`src/hw/rtl/psm_ram.sv`:
```
// Generic single-write, single-read RAM with registered read data.
`timescale 1ns / 1ps
module psm_ram #(
	parameter int WIDTH = 8,
	parameter int DEPTH = 256
) (
	input  logic                     clk,
	input  logic                     we,
	input  logic [$clog2(DEPTH)-1:0] waddr,
	input  logic [WIDTH-1:0]         wdata,
	input  logic [$clog2(DEPTH)-1:0] raddr,
	output logic [WIDTH-1:0]         rdata
);

	logic [WIDTH-1:0] mem [DEPTH];
	logic [WIDTH-1:0] rdata_q;

	always_ff @(posedge clk) begin
		if (we) begin
			mem[waddr] <= wdata;
		end
		rdata_q <= mem[raddr];
	end

	assign rdata = rdata_q;

endmodule

```
`config.mk`:
```
export PLATFORM = sky130hd
export DESIGN_NAME = psm_ram
export DESIGN_NICKNAME = d
export VERILOG_FILES = /design/src/hw/rtl/psm_ram.sv
export SDC_FILE = /design/constraint.sdc
export NUM_CORES = 2
export LEC_CHECK = 0
export ABC_CLOCK_PERIOD_IN_PS = 6400
export BUFFER_PORTS_ARGS = -buffer_cell sky130_fd_sc_hd__buf_2
export CORE_MARGIN = 2
export CORE_UTILIZATION = 31
export DETAILED_ROUTE_END_ITERATION = 7
export PLACE_DENSITY = 0.45
export SKIP_CTS_REPAIR_TIMING = 1
export SLEW_MARGIN = 20
export SYNTH_ARGS = -nofsm -noshare
export SYNTH_HDL_FRONTEND = slang
export SYNTH_SLANG_ARGS = --single-unit
```
`constraint.sdc`:
```
create_clock -name clk -period 6.4 [get_ports clk]
set_clock_uncertainty 0.05 [all_clocks]
set_input_delay 1.6 -clock clk [delete_from_list [all_inputs] [get_ports clk]]
set_output_delay 1.6 -clock clk [all_outputs]
set_load 0.005 [all_outputs]
```
### Word level (Yosys, flattened, before mapping)

Memories as Yosys holds them, arrays and structs flattened. A register that Yosys moved wholly into a read port is not among the register bits.
Cells that the tools add are included.

* register bits after elaboration: 0
* word-level logic and storage cells: 3
* bits of input ports: 26
* output and inout port bits: 8
* memories: 1
* bits in writable memories: 2048

* mux-type cells: 2

Memory list
* mem: words 256, width 8, read ports 1, clocked after Yosys merged registers in 1, write ports 1, line 15 `logic [WIDTH-1:0] mem [DEPTH];`

Operator list (count)
* $mux W1: 2

### Logic depth before layout (Yosys ltp)

* depth after elaboration: 2
* depth in mapped cells: 11
* gate-level depth less buffers: 6

### Worst setup path after synthesis

OpenSTA, ideal clock, no wires.

* path type: input-to-reg
* start point: input raddr[0]
* end point: register rdata_q[2], in the netlist rdata[2] (read register of mem)
* required time: 6219 ps
* arrival time: 3407 ps
* path slack: 2812 ps
* cell stages on the path: 9
* setup time: 131 ps
* cell sequence: buf_6 buf_12 buf_8 buf_2 mux4_2 a22oi_1 a21oi_1 nor4_1 nor4_2

RTL lines
* start, declared: line 11 `input logic [$clog2(DEPTH)-1:0] raddr,`
* end, declared: line 16 `logic [WIDTH-1:0] rdata_q;`

==> results.sh <==
export IMPL_timing_fmax_mhz=211
export IMPL_die_area_mm2=0.261
export IMPL_netlist_top_cells_area="edfxtp_1 77%, mux4_2 13%, mux2i_1 1.7%, nor2_1 1.3%, a22oi_1 1.3%"
export IMPL_routed_via_density=5.15
export IMPL_ys_ff_latch=2056
export IMPL_hpwlAfterDp_um=133000
export IMPL_die_x_um=511
export IMPL_netlist_instances=3733
export IMPL_period_minus_slack_ns=4.75
export IMPL_yosysTopAreaCell="edfxtp_1"
export IMPL_synth_edf_count=2048
export IMPL_p_per_area_mw_per_mm2=310
export IMPL_finalSetupViolCount=0
export IMPL_grt_pass1_wl_um=313000
export IMPL_route_vias_total=38349
export IMPL_cts_tree="built"
export IMPL_path_class="in -> reg"
export IMPL_start_util_pct=31.2
export IMPL_area_growth_pct=14.1
export IMPL_cp_buffers_inverters=3
export IMPL_critPathLaunchType="input port"
export IMPL_cp_top_family="simple AND/OR/NAND/NOR gates"
export IMPL_hold_viol=0
export IMPL_synth_cell_types=55
export IMPL_slew_headroom_pct=13.6
export IMPL_cp_required_ns=7.03
export IMPL_antenna_found_initial=17
export IMPL_maxCapViolations=0
export IMPL_numCtsBuffers=210
export IMPL_crit_slowest_cell="nor2b_4"
export IMPL_dr_pass1_iters=7
export IMPL_ff2ff_path_depth=6
export IMPL_wl_per_cell_um=29.8
export IMPL_num_rows=185
export IMPL_tns_ns=0
export IMPL_status="completed"
export IMPL_yosysSeqAreaShare_pct=77.5
export IMPL_worstHoldStart="mem[52][5]$_DFFE_PP_"
export IMPL_worst_pin_slew_ns=1.28
export IMPL_die_h_um=511
export IMPL_wl_um=222000
export IMPL_rsz0062_at_grt="no"
export IMPL_clock_path_buffers=3
export IMPL_power_mw=28.1
export IMPL_slowest_delay_ns=0.99
export IMPL_ff_latch_area_mm2=0.0617
export IMPL_synth_top_cell_area_share_pct=77.3
export IMPL_mostFrequentLayoutCells="2,048 x edfxtp_1, 454 x mux4_2, 275 x nor2_1"
export IMPL_slew_viol_final=0
export IMPL_reg2reg_from="mem[83][5]$_DFFE_PP_"
export IMPL_ys_async_sr_fraction_pct=0
export IMPL_num_io_pins=34
export IMPL_syn_avg_cell_area_um2=21.3
export IMPL_arrival_ns=5.38
export IMPL_multiInputGateArea_mm2=0.0166
export IMPL_ys_warn_count=0
export IMPL_worst_path_most_repeated_cell="buf_4"
export IMPL_overflow=0
export IMPL_layout_commonest_cell="edfxtp_1"
export IMPL_ir_drop_v=0.000239
export IMPL_core_area_mm2=0.255
export IMPL_root_buffer="clkbuf_16"
export IMPL_drc=0
export IMPL_grt_util_all_layers_pct=17.0
export IMPL_h_tree_depth=4
export IMPL_numClockSinks=2056
export IMPL_timing_rr_end="rdata[5]$_DFF_P_"
export IMPL_layout_drive_gt1_share_pct=24.0
export IMPL_place_congestion=0.777
export IMPL_r2r_setup_slack_ns=3.06
export IMPL_hold_path_class="reg -> reg"
export IMPL_leakage_nw=27.6
export IMPL_insertion_delay_ns=0.86
export IMPL_hold_path_end="rdata[5]$_DFF_P_"
export IMPL_drtIter0Drc=4198
export IMPL_fin_nets=3931
export IMPL_end_kind="register"
export IMPL_grt_max_degree=144
export IMPL_grt_pass1_vias=39235
export IMPL_clk_pin_slew_ns=0.06
export IMPL_crit_fanout=30
export IMPL_postRouteAntennaNets=0
export IMPL_fillCellCount=23507
export IMPL_crit_chain="buf_4 > buf_4 > nor2b_4 > a221oi_1 > o221ai_1 > a211oi_1 > buf_4 > nor4_1"
export IMPL_ys_flop_type="edfxtp_1"
export IMPL_port_buffers=33
export IMPL_synth_nets=3759
export IMPL_post_route_period_util_pct=74.2
export IMPL_whs_path_depth=5
export IMPL_syn_cell_area_mm2=0.0796
-- how the worst max path moves through the flow --
| stage | startpoint | end | slack [ns] | cells past startpoint |
|---|---|---|---|---|
| after global placement | raddr[0] | rdata[1]$_DFF_P_ | 0.42 | 8 |
| after floorplan | raddr[0] | rdata[2]$_DFF_P_ | 2.81 | 9 |
| after CTS | raddr[2] | rdata[3]$_DFF_P_ | 1.74 | 8 |
| after global routing | raddr[2] | rdata[3]$_DFF_P_ | 1.68 | 8 |
| after detailed placement | raddr[2] | rdata[3]$_DFF_P_ | 0.80 | 8 |
| final | raddr[2] | rdata[3]$_DFF_P_ | 1.65 | 8 |
-- stage by stage --
stage | setup WS [ns] | instance area, um^2 | hold slack [ns] | util, % | instances
floorplan | 2.81 | 79600 | 0.720 | - | 3733
global placement | 0.422 | 84200 | 0.935 | 33.1 | 7057
detailed placement | 0.796 | 84200 | 0.966 | 33.1 | 7059
CTS | 1.74 | 90800 | 0.993 | 35.7 | 7448
global route | 1.68 | 90800 | 1.05 | 35.7 | 7449
finish | 1.65 | 90800 | 0.958 | 35.7 | 7451
-- worst reg2reg max path: stages, from the launching register on --
cell	delay, ns
edfxtp_1	0.35
mux4_2	0.48
a22o_1	0.28
a221oi_1	0.65
o32ai_1	0.22
nor3_1	0.97
nor4_1	0.17
-- Yosys cell counts, drive strengths merged, types with 6 or more instances --
| cell type | count |
|---|---|
| a221oi | 14 |
| a211oi | 16 |
| nor2 | 282 |
| buf | 122 |
| nor3 | 22 |
| o22ai | 28 |
| edfxtp | 2048 |
| o21ai | 12 |
| a22o | 8 |
| nand4 | 10 |
| nand3 | 34 |
| nor4 | 27 |
| dfxtp | 8 |
| mux2i | 134 |
| and2 | 6 |
| a21oi | 96 |
| nand2 | 33 |
| o211ai | 10 |
| mux4 | 456 |
| a22oi | 133 |
| clkbuf | 111 |
| nand2b | 8 |
| nor2b | 31 |
| o221ai | 47 |
-- sequential cells by signal, summed over array words and instances (netlist names) --
register,count
rdata,8
mem,2048
-- cell type report --
class                      instances  share of cell area (%)
inverter                           2                 0.00827
antenna                            3                 0.00827
timing repair buffer             193                    1.94
clock buffer                     264                    6.13
multi-input combinational       1442                    18.3
clock inverter                   125                    1.11
tap                             3366                    4.64
sequential                      2056                    67.9
-- routing by layer --
metal  global-route usage (%)  vias to the layer above  share of wire, %
met1                     24.6                    20903                45
met2                     27.0                     1108                48
li1                         -                    16067                 -
met5                        0                        -            0.0099
met4                     3.75                        4               1.9
met3                     2.63                      267               5.4
-- cell families after synthesis --
group | share of synthesized area [%]
AOI/OAI and AO/OA | 3.42
buffers and inverters | 1.83
DFF | 77.5
muxes | 14.6
and+or+nand+nor | 2.63
-- power breakdown --
part	leakage, nW	switching, mW	total (mW)	internal (mW)
Combinational	5.89	0.935	1.40	0.460
Clock	3.22	5.22	11.9	6.66
Sequential	18.5	0.0311	14.9	14.8
(Power assumes the default switching activity.)
