## src/hw/rtl/psm_pkg.sv

```systemverilog
// Shared types, constants and the control store for the packed slot map.
`timescale 1ns / 1ps
package psm_pkg;

	localparam int CAPACITY   = 256;
	localparam int DATA_WIDTH = 32;
	localparam int HANDLE_W   = 8;
	localparam int ADDR_W     = $clog2(CAPACITY);
	localparam int SLOT_W     = $clog2(CAPACITY + 1);
	localparam int PC_W       = 4;
	localparam int ACT_W      = 4;
	localparam int COND_W     = 2;

	localparam logic [SLOT_W-1:0] DEAD_SLOT = SLOT_W'(CAPACITY);

	// Request operations
	localparam logic [1:0] OP_ADD    = 2'd0;
	localparam logic [1:0] OP_READ   = 2'd1;
	localparam logic [1:0] OP_WRITE  = 2'd2;
	localparam logic [1:0] OP_REMOVE = 2'd3;

	// Result status
	localparam logic [1:0] ST_OK   = 2'd0;
	localparam logic [1:0] ST_FULL = 2'd1;
	localparam logic [1:0] ST_BAD  = 2'd2;

	// Datapath actions
	localparam logic [ACT_W-1:0] A_NOP     = 4'd0;
	localparam logic [ACT_W-1:0] A_RD_FREE = 4'd1;
	localparam logic [ACT_W-1:0] A_ADD     = 4'd2;
	localparam logic [ACT_W-1:0] A_RD_H2S  = 4'd3;
	localparam logic [ACT_W-1:0] A_RD_DATA = 4'd4;
	localparam logic [ACT_W-1:0] A_OUT     = 4'd5;
	localparam logic [ACT_W-1:0] A_SLOT    = 4'd6;
	localparam logic [ACT_W-1:0] A_WR      = 4'd7;
	localparam logic [ACT_W-1:0] A_RM_RD   = 4'd8;
	localparam logic [ACT_W-1:0] A_RM_MOVE = 4'd9;
	localparam logic [ACT_W-1:0] A_RM_FREE = 4'd10;
	localparam logic [ACT_W-1:0] A_BAD     = 4'd11;
	localparam logic [ACT_W-1:0] A_FULL    = 4'd12;

	// Jump conditions
	localparam logic [COND_W-1:0] C_NONE  = 2'd0;
	localparam logic [COND_W-1:0] C_FULL  = 2'd1;
	localparam logic [COND_W-1:0] C_UNISS = 2'd2;
	localparam logic [COND_W-1:0] C_DEAD  = 2'd3;

	// Program addresses
	localparam logic [PC_W-1:0] P_IDLE = 4'd0;
	localparam logic [PC_W-1:0] P_ADD0 = 4'd1;
	localparam logic [PC_W-1:0] P_ADD1 = 4'd2;
	localparam logic [PC_W-1:0] P_RD0  = 4'd3;
	localparam logic [PC_W-1:0] P_RD1  = 4'd4;
	localparam logic [PC_W-1:0] P_RD2  = 4'd5;
	localparam logic [PC_W-1:0] P_WR0  = 4'd6;
	localparam logic [PC_W-1:0] P_WR1  = 4'd7;
	localparam logic [PC_W-1:0] P_WR2  = 4'd8;
	localparam logic [PC_W-1:0] P_RM0  = 4'd9;
	localparam logic [PC_W-1:0] P_RM1  = 4'd10;
	localparam logic [PC_W-1:0] P_RM2  = 4'd11;
	localparam logic [PC_W-1:0] P_RM3  = 4'd12;
	localparam logic [PC_W-1:0] P_BAD  = 4'd13;
	localparam logic [PC_W-1:0] P_FULL = 4'd14;

	typedef struct packed {
		logic [1:0]          op;
		logic [HANDLE_W-1:0] handle;
		logic [31:0]         value;
	} req_t;

	typedef struct packed {
		logic [1:0]          status;
		logic [HANDLE_W-1:0] handle_out;
		logic [31:0]         value_out;
		logic [8:0]          live_count;
	} rsp_t;

	typedef struct packed {
		logic [ACT_W-1:0]  act;
		logic [COND_W-1:0] cond;
		logic [PC_W-1:0]   target;
		logic              fin;
	} ucw_t;

	typedef struct packed {
		logic [ACT_W-1:0] act;
		logic             fin;
	} ctl_t;

	typedef struct packed {
		logic full;
		logic uniss;
		logic dead;
	} flags_t;

	function automatic ucw_t ucode_rom(input logic [PC_W-1:0] pc);
		ucw_t w;
		w = '{act: A_NOP, cond: C_NONE, target: P_IDLE, fin: 1'b0};
		case (pc)
			P_ADD0: w = '{act: A_RD_FREE, cond: C_FULL,  target: P_FULL, fin: 1'b0};
			P_ADD1: w = '{act: A_ADD,     cond: C_NONE,  target: P_IDLE, fin: 1'b1};
			P_RD0:  w = '{act: A_RD_H2S,  cond: C_UNISS, target: P_BAD,  fin: 1'b0};
			P_RD1:  w = '{act: A_RD_DATA, cond: C_DEAD,  target: P_BAD,  fin: 1'b0};
			P_RD2:  w = '{act: A_OUT,     cond: C_NONE,  target: P_IDLE, fin: 1'b1};
			P_WR0:  w = '{act: A_RD_H2S,  cond: C_UNISS, target: P_BAD,  fin: 1'b0};
			P_WR1:  w = '{act: A_SLOT,    cond: C_DEAD,  target: P_BAD,  fin: 1'b0};
			P_WR2:  w = '{act: A_WR,      cond: C_NONE,  target: P_IDLE, fin: 1'b1};
			P_RM0:  w = '{act: A_RD_H2S,  cond: C_UNISS, target: P_BAD,  fin: 1'b0};
			P_RM1:  w = '{act: A_RM_RD,   cond: C_DEAD,  target: P_BAD,  fin: 1'b0};
			P_RM2:  w = '{act: A_RM_MOVE, cond: C_NONE,  target: P_IDLE, fin: 1'b0};
			P_RM3:  w = '{act: A_RM_FREE, cond: C_NONE,  target: P_IDLE, fin: 1'b1};
			P_BAD:  w = '{act: A_BAD,     cond: C_NONE,  target: P_IDLE, fin: 1'b1};
			P_FULL: w = '{act: A_FULL,    cond: C_NONE,  target: P_IDLE, fin: 1'b1};
			default: w = '{act: A_NOP, cond: C_NONE, target: P_IDLE, fin: 1'b0};
		endcase
		return w;
	endfunction

endpackage

```

## src/hw/rtl/psm_seq.sv

```systemverilog
// Microcode sequencer: step counter, control store lookup and conditional jumps.
`timescale 1ns / 1ps
module psm_seq
	import psm_pkg::*;
(
	input  logic       clk,
	input  logic       arst_n,
	input  logic       start,
	input  logic [1:0] op,
	input  flags_t     flags,
	output logic       busy,
	output ctl_t       ctl
);

	logic [PC_W-1:0] pc_q;
	ucw_t            ucw;
	logic            take;
	logic [PC_W-1:0] entry;

	assign ucw  = ucode_rom(pc_q);
	assign busy = (pc_q != P_IDLE);
	assign ctl  = '{act: ucw.act, fin: ucw.fin};

	always_comb begin
		case (ucw.cond)
			C_FULL:  take = flags.full;
			C_UNISS: take = flags.uniss;
			C_DEAD:  take = flags.dead;
			default: take = 1'b0;
		endcase
	end

	// Entry point of each operation's routine
	always_comb begin
		case (op)
			OP_ADD:   entry = P_ADD0;
			OP_READ:  entry = P_RD0;
			OP_WRITE: entry = P_WR0;
			default:  entry = P_RM0;
		endcase
	end

	always_ff @(posedge clk or negedge arst_n) begin
		if (!arst_n) begin
			pc_q <= P_IDLE;
		end else if (pc_q == P_IDLE) begin
			if (start) begin
				pc_q <= entry;
			end
		end else if (ucw.fin) begin
			pc_q <= P_IDLE;
		end else if (take) begin
			pc_q <= ucw.target;
		end else begin
			pc_q <= pc_q + 1'b1;
		end
	end

endmodule

```

## config.mk

```make
export PLATFORM = sky130hd
export DESIGN_NAME = psm_seq
export DESIGN_NICKNAME = d
export VERILOG_FILES = /design/src/hw/rtl/psm_pkg.sv /design/src/hw/rtl/psm_seq.sv
export SDC_FILE = /design/constraint.sdc
export NUM_CORES = 1
export LEC_CHECK = 0
export BUFFER_PORTS_ARGS = -buffer_cell sky130_fd_sc_hd__clkbuf_2
export CAP_MARGIN = 5
export CORE_ASPECT_RATIO = 0.7
export CORE_MARGIN = 8
export CORE_UTILIZATION = 31
export CTS_BUF_LIST = sky130_fd_sc_hd__clkbuf_16
export CTS_CLUSTER_SIZE = 25
export DETAILED_ROUTE_END_ITERATION = 10
export SLEW_MARGIN = 20
export SYNTH_ARGS = -nofsm -noshare
export SYNTH_HDL_FRONTEND = slang
export SYNTH_SLANG_ARGS = --single-unit
```

## constraint.sdc

```tcl
create_clock -name clk -period 4.26 [get_ports clk]
set_input_delay 0.852 -clock clk [delete_from_list [all_inputs] [get_ports clk]]
set_output_delay 0.852 -clock clk [all_outputs]
set_load 0.01 [all_outputs]
```

== After elaboration in Yosys (flattened, before gate mapping) ==
Memory sizes are Yosys's and may differ from the RTL's.
Cells that the tools add are included.

* Memories kept: 1
* RAM bits: 0
* Bits of input ports: 8
* ROM bits: 176
* Output and inout port bits: 6
* Latch bits: 0
* Word-level logic and storage cells: 18
* Flip-flop bits (word level): 4

* Div/mod/pow operators: 0
* Bitwise operators: 0
* Shift operators: 0
* Reductions and logical operators: 3
* Add/sub/neg operators: 1
* Mux-type cells: 6
* Eq/ne operators: 6
* $mul: 0
* Order comparisons: 0

{| class="wikitable"
|+ Memory list
! memory !! depth !! bits a word !! rd ports !! clocked after memory_dff !! wr ports !! RTL line !! RTL
|-
| (no name shown) || 16 || 11 || 1 || 0 || 0 || psm_pkg.sv:99 || <nowiki>case (pc)</nowiki>
|}

{| class="wikitable"
|+ Operators by type and width
! kind !! count
|-
| $mux 4 || 4
|-
| $pmux 4 s3 || 1
|-
| $eq 2x2->1 const B || 3
|-
| $add 4x1->4 const B || 1
|-
| $eq 2x1->1 const B || 2
|-
| $logic_not 4->1 || 1
|-
| $reduce_bool 4->1 || 1
|-
| $pmux 1 s3 || 1
|-
| $logic_not 2->1 || 1
|-
| $ne 2x2->1 const B || 1
|}

== Logic depth before layout (Yosys ltp) ==
Gate-level depths: netlist of run 1.
An unclocked memory read counts as a cell.

* Word-level depth: 6
* Mapped depth: 7
* Mapped depth without buffers: 7

== Least setup slack after synthesis of run 1 ==
Ideal clock, no wire load.

* Kind: flip-flop to output port
* Start: register pc_q[0]
* End: output ctl[1] (netlist name)
* Path slack: 1.972 ns
* Stages on the path, launching flop included: 4
* Path buffers: 0
* Arrival time: 1.436 ns
* Required time: 3.408 ns
* Cells stage by stage: dfrtp_1 inv_1 ha_1 mux4_2

{| class="wikitable"
|+ RTL lines
! item !! RTL line !! RTL
|-
| start: declaration || psm_seq.sv:15 || <nowiki>logic [PC_W-1:0] pc_q;</nowiki>
|-
| start signal: assignment || psm_seq.sv:48 || <nowiki>pc_q <= entry;</nowiki>
|-
| start signal: assignment || psm_seq.sv:53 || <nowiki>pc_q <= ucw.target;</nowiki>
|-
| start signal: assignment || psm_seq.sv:55 || <nowiki>pc_q <= pc_q + 1'b1;</nowiki>
|-
| end: declaration || psm_seq.sv:12 || <nowiki>output ctl_t ctl</nowiki>
|}

==> results of run 1 <==
cells in the final DEF, fill, tap and decap left out, types with 2 or more instances in the layout:
cell and instances:
clkbuf_2 13, nand2_1 10, ha_1 9, o21ai_0 7
inv_1 5, dfrtp_1 4, o21ai_1 3, o211ai_1 3
nor2_1 3, mux2i_1 3, a21oi_1 3, nand3_1 3
clkbuf_16 3, inv_2 2, a211oi_1 2, and3_1 2
o211ai_2 2, a31oi_1 2, o221a_1 2
worst register-to-register path, stage by stage (launching register included):
cell and delay (ps):
dfrtp_1 520, inv_1 170, ha_1 410, or3b_4 410, a21boi_4 160, o211ai_2 160
a31oi_1 130, o221a_1 280
per-stage QoR:
stage	utilization	setup slack, ps	cells	cell area, sq um
after global placement	0.368	1780	129	806
after global routing	0.402	1360	132	881
after floorplan	-	1970	88	726
after CTS	0.402	1470	132	881
after detailed placement	0.368	1710	129	806
final	0.402	1470	132	881
routing by layer:
metal	global-route usage	vias up
met2	0.131	22
met5	0	-
met1	0.142	321
met4	0.0312	0
li1	-	359
met3	0.0496	0
area by class of cell:
type / count / area share
Timing Repair Buffer: 13 / 0.0739
Clock buffer: 3 / 0.0852
Sequential cell: 4 / 0.114
Inverter: 7 / 0.0298
Tap cell: 32 / 0.0455
Multi-Input combinational cell: 73 / 0.652
power by group:
| part | internal, W | switching (W) |
|---|---|---|
| combinational | 0.000259 | 0.000303 |
| clock | 0.000120 | 0.0000275 |
| sequential | 0.0000581 | 0.0000686 |
| total | 0.000437 | 0.000400 |
path summary, 6_finish.rpt:
check / to / depth (start not counted)
worst min register to register: pc_q[0] / 2
max in group asynchronous: pc_q[2] / 1
min in group clk: pc_q[0] / 2
worst min-delay path: pc_q[0] / 1
worst max register to register: pc_q[3] / 7
worst max-delay path: ctl[1] / 4
logic make-up (layout without fill, tap and decap cells):
| group | count (synthesis) | in the layout | share of synthesized area |
|---|---|---|---|
| muxes | 5 | 5 | 0.0931 |
| buffers and inverters | 11 | 23 | 0.0707 |
| AOI/OAI and AO/OA | 35 | 35 | 0.372 |
| and+or+nand+nor | 22 | 22 | 0.147 |
| xor gates and xnor gates | 2 | 2 | 0.0241 |
| DFF | 4 | 4 | 0.138 |
| adders and majority gates | 9 | 9 | 0.155 |
==> PnR_summary.wiki, run 1 <==
{| class="wikitable"
! Metric !! Value
|-
| Wire length after detailed routing || between 1.5 and 2 mm
|-
| Crit path buffers/inverters || 2
|-
| Count of routing violations after the opening detailed-route iteration || slightly above 60
|-
| Total via count after detailed routing || ~700
|-
| Kind of capture point of the worst setup path || output pin
|-
| Final number of max-transition violations || 0
|-
| Syn_nets || about 110
|-
| Tightest Hold Check Type || primary input to async pin
|-
| Count of yosys warnings during synthesis || 0
|-
| CTS Root Buffer Type || clkbuf_16
|-
| Count of unique library cells instantiated by Yosys || 39
|-
| Initial antenna violation count || 0
|-
| Crit path from || pc_q[0]
|-
| Top routing layer used || met3
|-
| Post-CTS sizing || 0
|-
| Number of buffers inserted during clock tree synthesis || 3
|-
| Met2 Wirelength || between 700 and 800 um
|-
| Worst-path clk slew || about 30 ps
|-
| Required time at the worst-slack endpoint || between 3000 and 4000 ps
|-
| Number of instances in the synthesized netlist || a little under 90
|-
| Global placement routability congestion || about 0.86
|-
| Areal power density over the cells || approximately 950 nW/um^2
|-
| Global Route Usage Sum || 0.102
|-
| Post-CTS Repair Setup Buffers || 0
|-
| Routed met1 length || a little over 1 mm
|-
| Headroom to the max-slew limit || 0.546
|-
| Syn-to-layout area delta || 21.4%
|-
| Setup repair after global routing missed its margin || false
|-
| Avg Cell Area, Syn || roughly 8.2 sq um
|-
| Bufs on Longest Clock Path || 2
|-
| Global-route wire length before repair || about 3.4 mm
|-
| HPWL Detailed || approximately 1.6 mm
|-
| WP data arrival || between 1500 and 2000 ps
|-
| Reg area || between 100 and 150 sq um
|-
| Maximum clock frequency || 358 MHz
|-
| Cell Rows || 14
|-
| Final setup violation count || 0
|-
| Worst hold slack || around 440 ps
|-
| Sequential area share after synthesis || 0.138
|-
| Static power due to leakage || approximately 0.40 nW
|-
| Worst-path fanout max || 9
|-
| Top post-synthesis cells by count || nand2_1 (10), ha_1 (9), o21ai_0 (7)
|-
| Clock tree from TritonCTS || done
|-
| Flip-flop count of the largest register after layout || 4
|-
| Number of antenna-violating nets in the routed design || 0
|-
| Per-cell routed wire length || ~15 um
|-
| Total of flip-flops plus latches after synthesis || 4
|-
| Mean number of vias per cell || around 5.3
|-
| Top register by number of flip-flops || pc_q
|-
| Vias in the first global route || roughly 720
|-
| Die Height || about 56 um
|-
| X dimension of the die || 73.8 um
|-
| Global route overflow || 0
|-
| Cell type with the largest total area after synthesis || ha_1
|-
| Fraction of synthesis flops using an asynchronous set or reset pin || 1.00
|-
| Fraction of final layout cells sized beyond drive strength 1 || 0.280
|-
| Top-level I/O count || 14
|-
| Area used by multi-input combinational logic || ~570 sq um
|-
| Pin count of the biggest net entering global routing || 23
|-
| Period utilization || 0.655
|-
| FF-to-FF Start || pc_q[0]
|-
| VDD IR-drop max || 0.000330 V
|-
| Antenna Diode Count || 0
|-
| Main flop type after synthesis || dfrtp_1
|-
| Result of the run || finished clean
|-
| Leading registers by flop count || pc_q (4)
|-
| Share of Yosys cell area claimed by the top area cell type || 0.155
|-
| Post-Syn Area || between 700 and 800 sq um
|-
| Core box area || 2190 sq um
|-
| Quantity of hold-fixing buffers added after cts || 0
|-
| Sum Neg Setup Slack || 0 ps
|-
| Largest clock skew in the final design || about 1.3 ps
|-
| Dominant cell by count in the synthesized netlist || nand2_1
|-
| Max-cap violations || 0
|-
| Clock latency on the worst-skew pair || roughly 220 ps
|-
| Cell types with the largest area share after synthesis || ha_1 (16%), dfrtp_1 (14%), nand2_1 (5.2%)
|-
| Number of iterations in the first detailed-routing pass || 6
|-
| Peak per-stage delay on the critical path || 520 ps
|-
| Actual slew at the worst max-slew pin || 682 ps
|-
| PnR Total Power || around 0.00084 W
|-
| Die footprint || ~4200 sq um
|-
| Final net count || 119
|-
| H-tree lvl count || 1
|-
| Final Hold Fails || 0
|-
| R2r setup slk || ~1900 ps
|-
| Kind of cell adding the most delay to the critical path || flip-flops
|-
| Sinks on the clock net || 4
|-
| Filler cell count in the final layout || between 200 and 250
|-
| Type of origin of the critical path || register
|-
| Starting utilization of the core area || 0.331
|-
| Crit Path Category || register to output pin
|-
| Cell-by-cell listing of the critical path || inv_1 > ha_1 > mux4_2 > clkbuf_2
|-
| DRC Markers || 0
|-
| Met3 routed wirelength || 149 um
|-
| Cell at the slowest stage of the critical path || dfrtp_1
|-
| Number of enable flip-flop cells after synthesis || 0
|-
| Count of buffers from port buffering || 13
|-
| Final critical delay including setup and external delays || about 2800 ps
|}
Note: power is estimated with default switching activity, not from simulation.
==> run 2, diff against run 1 <==
--- a/config.mk
+++ b/config.mk
@@ -5,6 +5,7 @@
 export SDC_FILE = /design/constraint.sdc
 export NUM_CORES = 1
 export LEC_CHECK = 0
+export ABC_AREA = 1
 export BUFFER_PORTS_ARGS = -buffer_cell sky130_fd_sc_hd__clkbuf_2
 export CAP_MARGIN = 5
 export CORE_ASPECT_RATIO = 0.7
==> constraint.sdc (replaced) <==
create_clock -name clk -period 2.4 [get_ports clk]
set_input_delay 0.48 -clock clk [delete_from_list [all_inputs] [get_ports clk]]
set_output_delay 0.48 -clock clk [all_outputs]
set_load 0.01 [all_outputs]
==> run 2 against run 1 <==
Register-to-register slack got worse by 1300 ps. Total power increased by 72%. Setup slack got worse by 1200 ps. Sequential power increased by 62%. Wire length decreased by 27%.
==> PnR_summary.wiki, run 2 <==
{| class="wikitable"
! Metric !! Value
|-
| Result of the run || finished clean
|-
| H-tree lvl count || 1 (unchanged)
|-
| Share of Yosys cell area claimed by the top area cell type || 0.172 (+0.0169)
|-
| WP data arrival || 1670 ps (-270 ps)
|-
| Mean number of vias per cell || 4.83 (-9.1%)
|-
| Cell types with the largest area share after synthesis || ha_1 (17%), dfrtp_1 (15%), nand2_1 (9.2%)
|-
| Count of buffers from port buffering || 13 (unchanged)
|-
| Die Height || 54.4 um (-3.6%)
|-
| Starting utilization of the core area || 0.317 (-0.0148)
|-
| Post-Layout Cell Count || 127 (-3.8%)
|-
| Core box area || 2070 sq um (-5.6%)
|-
| Maximum clock frequency || ~470 MHz
|-
| Headroom to the max-slew limit || 0.694 (+0.149)
|-
| Number of buffers inserted during clock tree synthesis || 3 (unchanged)
|-
| Clock tree from TritonCTS || done
|-
| Syn_nets || 106 (+0.95%)
|-
| Global Route Usage Sum || 0.0812 (-0.0211)
|-
| Cell type with the largest total area after synthesis || ha_1
|-
| Crit Path Category || register to output pin
|-
| Type of origin of the critical path || register
|-
| Pin count of the biggest net entering global routing || 12 (-48%)
|-
| Worst hold slack || 54.3 ps (-384 ps)
|-
| Die footprint || 3860 sq um (-7.4%)
|-
| Clock latency on the worst-skew pair || 220 ps (about the same)
|-
| VDD IR-drop max || 0.000329 V (-0.38%)
|-
| Bufs on Longest Clock Path || 2 (unchanged)
|-
| FF-to-FF Start || pc_q[0]
|-
| Count of yosys warnings during synthesis || 0 (unchanged)
|-
| Dominant cell by count in the synthesized netlist || nand2_1
|-
| Sum Neg Setup Slack || 0 ps (unchanged)
|-
| Avg Cell Area, Syn || 7.35 sq um (-11%)
|-
| Global route overflow || 0 (unchanged)
|-
| Worst-path fanout max || 7 (-2)
|-
| Total via count after detailed routing || 614 (-13%)
|-
| Sinks on the clock net || 4 (unchanged)
|-
| Per-cell routed wire length || 11.2 um (-25%)
|-
| Cell Rows || 14 (unchanged)
|-
| HPWL Detailed || 1.19 mm (-24%)
|-
| Fraction of final layout cells sized beyond drive strength 1 || 0.350 (+0.0695)
|-
| Period utilization || 0.895
|-
| Static power due to leakage || 0.413 nW (+3.9%)
|-
| Kind of capture point of the worst setup path || output pin
|-
| Wire length after detailed routing || 1.42 mm (-27%)
|-
| Final Hold Fails || 0 (unchanged)
|-
| Worst-path clk slew || 30 ps (about the same)
|-
| Number of iterations in the first detailed-routing pass || 4 (-2)
|-
| Most frequent standard cell in the layout excluding fill and tap cells || nand2_1
|-
| DRC Markers || 0 (unchanged)
|-
| Final number of max-transition violations || 0 (unchanged)
|-
| Required time at the worst-slack endpoint || 1920 ps (-1490 ps)
|-
| Antenna Diode Count || 0 (unchanged)
|-
| Grt peak-use layer || met2
|-
| Count of routing violations after the opening detailed-route iteration || 36 (-42%)
|-
| Global placement routability congestion || 0.818 (-4.9%)
|-
| Setup repair after global routing missed its margin || false
|-
| Flip-flop count of the largest register after layout || 4 (unchanged)
|-
| Crit path from || pc_q[1]
|-
| CTS Root Buffer Type || clkbuf_16
|-
| Number of enable flip-flop cells after synthesis || 0 (unchanged)
|-
| Max-cap violations || 0 (unchanged)
|-
| Total of flip-flops plus latches after synthesis || 4 (unchanged)
|-
| Count of unique library cells instantiated by Yosys || 26 (-33%)
|-
| Number of instances in the synthesized netlist || 89 (+1.1%)
|-
| Final setup violation count || 0 (unchanged)
|-
| Largest clock skew in the final design || 3.43 ps (+2.14 ps)
|-
| Top-level I/O count || 14 (unchanged)
|-
| Fraction of met3 tracks used by global routing || 0.0293 (-0.0203)
|-
| Final critical delay including setup and external delays || around 2100 ps
|-
| Top library cells by usage in the layout, fill and taps aside || nand2_1 (16), clkbuf_2 (13), nand3_1 (10), ha_1 (9), nor2_1 (8)
|-
| Fraction of synthesis flops using an asynchronous set or reset pin || 1.00 (unchanged)
|-
| Vias in the first global route || 592 (-18%)
|-
| Post-Syn Area || 654 sq um (-9.8%)
|-
| Initial antenna violation count || 0 (unchanged)
|-
| Global-route wire length before repair || 2.49 mm (-27%)
|-
| Global-route met1 utilization || 0.0965 (-0.0454)
|-
| Areal power density over the cells || 1780 nW/um^2 (+87%)
|-
| X dimension of the die || 70.9 um (-3.9%)
|-
| Leading registers by flop count || pc_q (4)
|-
| Count of placed standard cells including taps || 124 (-3.9%)
|-
| Sequential area share after synthesis || 0.153 (+0.0150)
|-
| Syn-to-layout area delta || 23.5%
|-
| Top post-synthesis cells by count || nand2_1 (16), nand3_1 (10), ha_1 (9)
|-
| Number of antenna-violating nets in the routed design || 0 (unchanged)
|-
| Actual slew at the worst max-slew pin || 459 ps (-223 ps)
|-
| Met2 track demand over resource || 0.130 (-0.000814)
|-
| Main flop type after synthesis || dfrtp_1
|-
| Tightest Hold Check Type || primary input to async pin
|-
| Post-CTS Repair Setup Buffers || 0 (unchanged)
|-
| Top register by number of flip-flops || pc_q
|-
| Final net count || 122 (+2.5%)
|}
[run 2: changes by cell type in the layout (fill, tap and decap cells not counted), sizes merged, moves of 3 or more]
cell / previous run / this run
a21oi: 3 / 6
nand2: 10 / 21
mux2i: 3 / 0
inv: 7 / 10
nor2: 3 / 11
o211ai: 5 / 0
o21ai: 11 / 2
nand3: 3 / 15
[run 2: per-stage QoR]
stage                     instance area (sq um)  setup WS [ps]  total power (W)   util
after floorplan                             654            600         0.000975      -
after global placement                      731            432          0.00118  0.354
after detailed placement                    731            396          0.00118  0.354
after CTS                                   806            144          0.00144  0.390
after global routing                        808           60.4          0.00159  0.391
final                                       808            253          0.00144  0.391
[run 2: routing by layer]
layer | routed length (um) | share of wire
met2 | 617 | 0.43
met4 | 17 | 0.012
met5 | 0 | 0
met3 | 82 | 0.058
met1 | 705 | 0.50
[run 2: cell families (layout without fill, tap and decap cells)]
| family | Yosys count | in the layout | share of synthesized area |
|---|---|---|---|
| compound gates | 12 | 12 | 0.120 |
| xor+xnor | 3 | 3 | 0.0402 |
| fa+ha+maj | 9 | 9 | 0.172 |
| buf+inv | 12 | 26 | 0.0861 |
| flops | 4 | 4 | 0.153 |
| simple gates | 49 | 49 | 0.428 |
[run 2: worst max-delay path: stages, from the launching register on]
cell,delay (ps)
dfrtp_2,450
inv_1,160
ha_1,230
or2_1,160
o21ai_2,70
o22ai_2,190
clkbuf_2,180
[run 2: cell type report]
type | instances | area [sq um]
clock buffers | 3 | 75.1
flip-flops and latches | 4 | 103
multi-input cells | 73 | 498
inverters | 10 | 37.5
fillers | 206 | 1260
well taps | 24 | 30.0
repair buffers | 13 | 65.1
[run 2: timing repair]
action / CTS / global route
gates resized for setup: 0 / 2
hold buffers: 0 / 0
endpoints found under the setup margin: 0 / 1
[run 2: report_power, final]
group | internal, W | switching, W | total (W) | leakage, nW
Combinational | 0.000382 | 0.000591 | 0.000973 | 0.329
Clock | 0.000213 | 0.0000446 | 0.000257 | 0.0370
Sequential | 0.000108 | 0.0000981 | 0.000206 | 0.0476
Total | 0.000703 | 0.000733 | 0.00144 | 0.413
[run 2: final timing paths]
check	end	slack [ps]	cells after the start
setup reg to reg	pc_q[1]	560	11
max in group asynchronous	pc_q[1]	2210	1
hold / removal	pc_q[2]	50	1
min in group clk	pc_q[2]	580	3
hold reg to reg	pc_q[0]	680	2
setup / recovery	ctl[0]	250	6
